===== src/rtl/cplt_pkg.sv =====
`default_nettype none
package cplt_pkg;
    localparam int LEASES_PER_CAMERA = 16;
    localparam int CAMERA_COUNT = 2;
    localparam int SLOTS = CAMERA_COUNT * LEASES_PER_CAMERA;
    localparam int SLOT_W = $clog2(SLOTS);
    localparam int LEASE_W = $clog2(LEASES_PER_CAMERA);
    localparam int CNT_W = 5;
    localparam int EXP_W = 6;
    localparam int ENTRY_W = 64;

    localparam logic [1:0] OP_OPEN = 2'd0;
    localparam logic [1:0] OP_CLOSE = 2'd1;
    localparam logic [1:0] OP_TICK = 2'd2;
    localparam logic [1:0] OP_NOP = 2'd3;

    localparam logic [2:0] ST_ADDED = 3'd0;
    localparam logic [2:0] ST_REFRESHED = 3'd1;
    localparam logic [2:0] ST_REMOVED = 3'd2;
    localparam logic [2:0] ST_NOT_FOUND = 3'd3;
    localparam logic [2:0] ST_DONE = 3'd4;

    localparam logic [1:0] REG_EXPIRE = 2'd0;
    localparam logic [1:0] REG_WARM0 = 2'd1;
    localparam logic [1:0] REG_WARM1 = 2'd2;

    typedef enum logic [2:0] {
        S_IDLE,
        S_SCAN,
        S_FINISH,
        S_OUT
    } state_t;

    typedef struct packed {
        logic [2:0] status;
        logic [1:0] power_on_cmd;
        logic [1:0] power_off_cmd;
        logic [1:0] ready_mask;
        logic [1:0] powered_mask;
        logic [4:0] count_cam0;
        logic [4:0] count_cam1;
        logic [5:0] expired_count;
    } result_t;
endpackage
`default_nettype wire


===== src/rtl/cplt_ram.sv =====
`default_nettype none
module cplt_ram #(
    parameter int WIDTH = 8,
    parameter int DEPTH = 16
) (
    input  wire logic                     aclk,
    input  wire logic                     we,
    input  wire logic [$clog2(DEPTH)-1:0] waddr,
    input  wire logic [WIDTH-1:0]         wdata,
    input  wire logic [$clog2(DEPTH)-1:0] raddr,
    output logic      [WIDTH-1:0]         rdata
);
    logic [WIDTH-1:0] mem [DEPTH];

    always_ff @(posedge aclk) begin
        if (we) begin
            mem[waddr] <= wdata;
        end
        rdata <= mem[raddr];
    end
endmodule
`default_nettype wire


===== src/rtl/camera_power_lease_table.sv =====
// Camera power lease table.
// Requests enter on the s_ channel: tdata holds opcode [1:0], camera [2],
// client_id [34:3]. Each request gives one result on the m_ channel.
// A request walks the lease entries of its camera (a tick walks all of
// them) one per cycle through the entry memory, whose read is registered.
// After the scan the finish state forms the result and the out state adds
// the lease counts and hands the result on; an unused opcode skips the scan.
// The valid bits live in flip-flops, so reset clears every lease at once.
// Client ids and start times sit in the memory and are used only for
// valid entries.
// The result register holds a result until it is taken; while it waits
// the block does not accept a new request, so a stalled receiver stalls
// the sender.
// Registers (APB, byte address 4*i): expire_seconds, warmup_cam0,
// warmup_cam1. Reset values 600, 10 and 120.
`default_nettype none
module camera_power_lease_table (
    input  wire logic        aclk,
    input  wire logic        aresetn,
    input  wire logic        s_tvalid,
    output logic             s_tready,
    input  wire logic [39:0] s_tdata,   // opcode, camera, client_id
    output logic             m_tvalid,
    input  wire logic        m_tready,
    output logic [31:0]      m_tdata,   // status, power_on_cmd, power_off_cmd,
                                        // ready_mask, powered_mask, count_cam0,
                                        // count_cam1, expired_count
    input  wire logic        psel,
    input  wire logic        penable,
    input  wire logic        pwrite,
    input  wire logic [3:0]  paddr,
    input  wire logic [31:0] pwdata,
    output logic [31:0]      prdata,
    output logic             pready
);
    import cplt_pkg::*;

    logic [16:0] expire_reg;
    logic [15:0] warm_reg [2];
    logic [1:0] ridx;
    assign ridx = paddr[3:2];
    assign pready = 1'b1;

    always_ff @(posedge aclk) begin
        if (!aresetn) begin
            expire_reg <= 17'd600;
            warm_reg[0] <= 16'd10;
            warm_reg[1] <= 16'd120;
        end else if (psel && penable && pwrite) begin
            if (ridx == REG_EXPIRE) expire_reg <= pwdata[16:0];
            if (ridx == REG_WARM0) warm_reg[0] <= pwdata[15:0];
            if (ridx == REG_WARM1) warm_reg[1] <= pwdata[15:0];
        end
    end

    always_comb begin
        prdata = '0;
        if (ridx == REG_EXPIRE) prdata = {15'd0, expire_reg};
        else if (ridx == REG_WARM0) prdata = {16'd0, warm_reg[0]};
        else if (ridx == REG_WARM1) prdata = {16'd0, warm_reg[1]};
    end

    state_t state_reg, state_next;
    logic [1:0] op_reg;
    logic cam_reg;
    logic [31:0] id_reg;
    logic [SLOT_W:0] rptr_reg, rptr_next;
    logic rv_reg;
    logic [SLOT_W-1:0] rslot_reg;
    logic [SLOTS-1:0] valid_reg, valid_next;
    logic [31:0] sec_reg, sec_next;
    logic [1:0] pow_reg, pow_next, wact_reg, wact_next;
    logic [15:0] wleft_reg [2];
    logic [15:0] wleft_next [2];
    logic found_reg, found_next, free_reg, free_next;
    logic [SLOT_W-1:0] fslot_reg, fslot_next, eslot_reg, eslot_next;
    logic [EXP_W-1:0] exp_reg, exp_next;
    result_t res_reg, res_next;
    logic mv_reg, mv_next;

    logic we;
    logic [SLOT_W-1:0] waddr;
    logic [ENTRY_W-1:0] wdata, rdata;
    logic [SLOT_W-1:0] raddr;
    logic [SLOT_W:0] last;

    assign raddr = rptr_reg[SLOT_W-1:0];

    cplt_ram #(.WIDTH(ENTRY_W), .DEPTH(SLOTS)) u_ram (
        .aclk(aclk), .we(we), .waddr(waddr), .wdata(wdata),
        .raddr(raddr), .rdata(rdata)
    );

    function automatic logic [CNT_W-1:0] cnt(input logic [SLOTS-1:0] v, input int c);
        logic [CNT_W-1:0] n;
        n = '0;
        for (int i = 0; i < LEASES_PER_CAMERA; i++) begin
            n = n + CNT_W'(v[c*LEASES_PER_CAMERA+i]);
        end
        return n;
    endfunction

    assign s_tready = (state_reg == S_IDLE) && !mv_reg;
    assign m_tvalid = mv_reg;
    assign m_tdata = {5'd0, res_reg.expired_count, res_reg.count_cam1, res_reg.count_cam0,
                      res_reg.powered_mask, res_reg.ready_mask, res_reg.power_off_cmd,
                      res_reg.power_on_cmd, res_reg.status};

    always_comb begin
        logic [31:0] age;
        logic [1:0] on, off, rdy;
        logic [2:0] st;
        logic c;
        state_next = state_reg;
        rptr_next = rptr_reg;
        valid_next = valid_reg;
        sec_next = sec_reg;
        pow_next = pow_reg;
        wact_next = wact_reg;
        wleft_next = wleft_reg;
        found_next = found_reg;
        free_next = free_reg;
        fslot_next = fslot_reg;
        eslot_next = eslot_reg;
        exp_next = exp_reg;
        res_next = res_reg;
        mv_next = mv_reg && !m_tready;
        we = 1'b0;
        waddr = fslot_reg;
        wdata = {sec_reg, id_reg};
        on = '0; off = '0; rdy = '0; st = ST_DONE;
        c = cam_reg;
        last = (op_reg == OP_TICK) ? (SLOT_W+1)'(SLOTS)
                                   : (SLOT_W+1)'({cam_reg, LEASE_W'(0)} + LEASES_PER_CAMERA);
        age = sec_reg - rdata[63:32];
        unique case (state_reg)
            S_IDLE: begin
                if (s_tvalid && s_tready) begin
                    found_next = 1'b0;
                    free_next = 1'b0;
                    exp_next = '0;
                    if (s_tdata[1:0] == OP_TICK) begin
                        sec_next = sec_reg + 32'd1;
                        rptr_next = '0;
                        state_next = S_SCAN;
                    end else if (s_tdata[1:0] == OP_OPEN || s_tdata[1:0] == OP_CLOSE) begin
                        rptr_next = (SLOT_W+1)'({s_tdata[2], LEASE_W'(0)});
                        state_next = S_SCAN;
                    end else begin
                        state_next = S_FINISH;
                    end
                end
            end
            S_SCAN: begin
                if (rv_reg) begin
                    if (op_reg == OP_TICK) begin
                        if (valid_reg[rslot_reg] && age > {15'd0, expire_reg}) begin
                            valid_next[rslot_reg] = 1'b0;
                            exp_next = exp_reg + EXP_W'(1);
                        end
                    end else begin
                        if (!found_reg && valid_reg[rslot_reg] && rdata[31:0] == id_reg) begin
                            found_next = 1'b1;
                            fslot_next = rslot_reg;
                        end
                        if (!free_reg && !valid_reg[rslot_reg]) begin
                            free_next = 1'b1;
                            eslot_next = rslot_reg;
                        end
                    end
                end
                if (rptr_reg != last) begin
                    rptr_next = rptr_reg + (SLOT_W+1)'(1);
                end else begin
                    state_next = S_FINISH;
                end
            end
            S_FINISH: begin
                if (op_reg == OP_TICK) begin
                    for (int k = 0; k < CAMERA_COUNT; k++) begin
                        if (wact_reg[k]) begin
                            wleft_next[k] = wleft_reg[k] - 16'd1;
                            if (wleft_reg[k] == 16'd1) begin
                                wact_next[k] = 1'b0;
                                pow_next[k] = 1'b1;
                                rdy[k] = 1'b1;
                            end
                        end
                    end
                    for (int k = 0; k < CAMERA_COUNT; k++) begin
                        if (pow_next[k] && cnt(valid_reg, k) == '0) begin
                            pow_next[k] = 1'b0;
                            off[k] = 1'b1;
                        end
                    end
                end else if (op_reg == OP_CLOSE) begin
                    if (found_reg) begin
                        valid_next[fslot_reg] = 1'b0;
                        st = ST_REMOVED;
                    end else begin
                        st = ST_NOT_FOUND;
                    end
                end else if (op_reg == OP_OPEN) begin
                    if (found_reg) begin
                        we = 1'b1;
                        st = ST_REFRESHED;
                    end else if (free_reg) begin
                        we = 1'b1;
                        waddr = eslot_reg;
                        valid_next[eslot_reg] = 1'b1;
                        st = ST_ADDED;
                    end
                    if (st != ST_DONE && !pow_reg[c] && !wact_reg[c]) begin
                        on[c] = 1'b1;
                        if (warm_reg[c] == 16'd0) begin
                            pow_next[c] = 1'b1;
                            rdy[c] = 1'b1;
                        end else begin
                            wact_next[c] = 1'b1;
                            wleft_next[c] = warm_reg[c];
                        end
                    end
                end
                res_next.status = st;
                res_next.power_on_cmd = on;
                res_next.power_off_cmd = off;
                res_next.ready_mask = rdy;
                res_next.powered_mask = pow_next;
                res_next.count_cam0 = '0;
                res_next.count_cam1 = '0;
                res_next.expired_count = (op_reg == OP_TICK) ? exp_reg : '0;
                state_next = S_OUT;
            end
            S_OUT: begin
                res_next.count_cam0 = cnt(valid_reg, 0);
                res_next.count_cam1 = cnt(valid_reg, 1);
                mv_next = 1'b1;
                state_next = S_IDLE;
            end
            default: state_next = S_IDLE;
        endcase
    end

    always_ff @(posedge aclk) begin
        if (!aresetn) begin
            state_reg <= S_IDLE;
            valid_reg <= '0;
            sec_reg <= '0;
            pow_reg <= '0;
            wact_reg <= '0;
            wleft_reg[0] <= '0;
            wleft_reg[1] <= '0;
            mv_reg <= 1'b0;
            rv_reg <= 1'b0;
        end else begin
            state_reg <= state_next;
            valid_reg <= valid_next;
            sec_reg <= sec_next;
            pow_reg <= pow_next;
            wact_reg <= wact_next;
            wleft_reg <= wleft_next;
            mv_reg <= mv_next;
            rv_reg <= (state_reg == S_SCAN) && (rptr_reg != last);
        end
    end

    always_ff @(posedge aclk) begin
        rptr_reg <= rptr_next;
        rslot_reg <= raddr;
        found_reg <= found_next;
        free_reg <= free_next;
        fslot_reg <= fslot_next;
        eslot_reg <= eslot_next;
        exp_reg <= exp_next;
        res_reg <= res_next;
        if (s_tvalid && s_tready) begin
            op_reg <= s_tdata[1:0];
            cam_reg <= s_tdata[2];
            id_reg <= s_tdata[34:3];
        end
    end
endmodule
`default_nettype wire


===== config.mk =====
export PLATFORM = sky130hd
export DESIGN_NAME = camera_power_lease_table
export DESIGN_NICKNAME = d
export VERILOG_FILES = /design/src/rtl/cplt_pkg.sv /design/src/rtl/cplt_ram.sv /design/src/rtl/camera_power_lease_table.sv
export SDC_FILE = /design/constraint.sdc
export NUM_CORES = 2
export LEC_CHECK = 0
export CAP_MARGIN = 20
export CORE_UTILIZATION = 30
export CTS_CLUSTER_SIZE = 40
export DETAILED_ROUTE_END_ITERATION = 8
export DONT_BUFFER_PORTS = 1
export PLACE_DENSITY = 0.49
export SLEW_MARGIN = 10
export SYNTH_ARGS = -nofsm -noshare
export SYNTH_HDL_FRONTEND = slang
export SYNTH_SLANG_ARGS = --single-unit

===== constraint.sdc =====
create_clock -name aclk -period 5.4 [get_ports aclk]
set_input_delay 1.08 -clock aclk [delete_from_list [all_inputs] [get_ports aclk]]
set_output_delay 1.08 -clock aclk [all_outputs]
set_load 0.02 [all_outputs]

==> metrics.txt <==
outcome=finished clean; Util after Layout=0.3492; Synth Warn #=0; Crit path max-delay family=compound AO/OA/AOI/OAI gates; Max-cap violations=0; Final period util=0.9265; total power=approximately 50 mW; Worst slew margin=0.2423; commonest non-fill, non-tap cell in the layout=edfxtp_1; unrepaired setup endpoints after global routing=no; asr flop ratio synth=0; row count=a little over 200; largest net degree at the start of global routing=74; # IOs=150; worst hold margin=0.2442 ns; CTS max path bufs=4; worst r2r src=sec_reg[0]; H-tree levels=4; Cell Chain, Critical Path=inv_1, ha_1, fa_1, nor2b_1, o2111ai_2, a21boi_2, a211o_1, xor2_1, ha_1, nand4_1, nor4_2, nand2_1, o21ai_0, o2111ai_1, a2111oi_2, o2111ai_1, nor4_4, buf_6, or2_1, buf_12, mux2i_1; fmax=between 150 and 200 MHz; pwr dens=452.8 mW/mm^2; Yosys reg bits=about 2.4k; most frequent cells in the layout=2166 x edfxtp_1, 648 x mux4_2, 247 x clkbuf_16; Die Height=between 500 and 600 um; register area share after synthesis=0.7301; Hold Path Origin=s_tdata[16]; crit path max fanout=29; clock skew=0.1105 ns; CTS tree=yes; ys flop type=edfxtp_1; CP peak stage delay=about 0.42 ns; Final nets=roughly 5.1k; Hold/Removal Path Class=in2reg; Highest Signal Layer=met5; Vias per Instance=approximately 5.1; Die Area=about 0.32 mm^2; cts bufs inserted=244; worst path required time=6.17 ns; I/O Buffers=0; synth unique cells=76; initial antenna violation count=20; peak supply drop=between 0.3 and 0.4 mV; layout cell share with drive strength beyond 1=0.2583; met2 wire length=~120 mm; 1st-pass router iterations=5; vias in the first global route=just under 50k; post-synthesis cell count=4756; Detail Route Antenna Nets=0; core area=0.3124 mm^2; hpwl dp=137.7 mm; Largest Register=u_ram.mem; max reg flops=just over 2k; Critical Path Start Type=register; Initial DRC Count=about 5k; TNS Setup=0 ns; Static Leak=approximately 32 nW; GR Overflow Total=0; CP bufs+invs=3; Routed WL per cell=27.06 um; DRC Markers=0; RePlAce Congestion=0.8120; Critical Path Sink Type=register; WP data arrival=approximately 5.8 ns; Slew Limit Fails=0; Final min period=about 5.0 ns; Final Setup Violations=0; die width=562.7 um; Post-synth EDFFs=around 2.2k; DR vias=47.18k; Hold Vio Cnt, Final=0; Clk Latency, worst-skew pair=roughly 0.94 ns; Worst-path clk slew=0.06 ns; CP max-delay cell=fa_1; Starting Density=0.3019; first-pass GRT wire length=approximately 360 mm; Area Growth Syn to Fin=15.64%; WL met1=115.5 mm; worst slew pin tran=roughly 1.1 ns; Synth Area per Inst=just under 20 um^2; CTS Sinks=2357; WL met3=approximately 16 mm; GRT Overall Usage=0.1572; root buffer selected by CTS=clkbuf_16; biggest regs=u_ram.mem x2048, u_ram.rdata x64; Mapped Area=around 0.094 mm^2; CP Class=reg2reg; final wirelength=around 250 mm; CP startpoint=sec_reg[0]
-- routing by layer --
layer  vias up  GRT usage
met3       359    0.02927
met5         -          0
met2      1347     0.2430
met4        18    0.03723
li1      19860          -
met1     25600     0.2288
-- report_power, final --
| group | internal (mW) | leakage [nW] | total [mW] | switching (mW) |
|---|---|---|---|---|
| clock network | 9.37 | 3.79 | 16.4 | 7.08 |
| registers | 20.9 | 19.2 | 21.5 | 0.607 |
| logic | 5.19 | 9.12 | 11.5 | 6.27 |
-- logic make-up after synthesis --
family          count (synthesis)  share of synthesized area
other cells                     2                 0.00007961
simple gates                  640                    0.03267
xor+xnor                       97                   0.009006
compound gates                419                    0.02885
fa+ha+maj                      94                    0.01414
mux                           771                     0.1687
flops                        2357                     0.7301
buf+inv                       376                    0.01646
-- final timing paths --
check | slack (ns) | to | depth (start not counted)
setup reg to reg | 0.40 | valid_reg[12] | 21
setup / recovery | 0.40 | valid_reg[12] | 21
hold / removal | 0.24 | id_reg[13] | 0
hold reg to reg | 0.46 | expire_reg[16] | 2
-- synthesized netlist by cell type (47+ instances only) --
| master | instances | share of area |
|---|---|---|
| dfxtp_1 | 191 | 0.041 |
| mux2_2 | 73 | 0.0087 |
| ha_1 | 73 | 0.0097 |
| inv_1 | 118 | 0.0047 |
| mux2i_1 | 50 | 0.0053 |
| xor2_1 | 50 | 0.0046 |
| nand2_1 | 199 | 0.0079 |
| a21oi_1 | 111 | 0.0059 |
| xnor2_1 | 47 | 0.0044 |
| o21ai_0 | 111 | 0.0059 |
| edfxtp_1 | 2166 | 0.69 |
| mux4_2 | 648 | 0.15 |
| nor2_1 | 164 | 0.0065 |
| clkbuf_1 | 175 | 0.0070 |
-- area by class of cell --
type                    instances  area [um^2]
inverters                     119        449.2
repair buffers                203         2587
well taps                    4140         5180
fillers                     29240       203300
flip-flops and latches       2357        68870
diodes                          4        10.01
clock buffers                 321         6638
multi-input cells            2042        24260
clock inverters               126         1089
-- metrics by stage --
stage          cell area, um^2  instances  setup WS, ns
2_1_floorplan            94420       4775       -0.4951
3_5_place_dp            101200       8856       0.08948
6_report                109100       9312        0.3967
4_1_cts                 109000       9303       0.07956
5_1_grt                 109100       9309      0.009876
3_3_place_gp            101200       8853        0.2108
-- what timing repair did --
item,in CTS,in global routing
endpoints found under the setup margin,0,38
hold buffers,0,0
buffers inserted,0,1
resized for setup,0,7
Power figures use the tool's default switching activity.
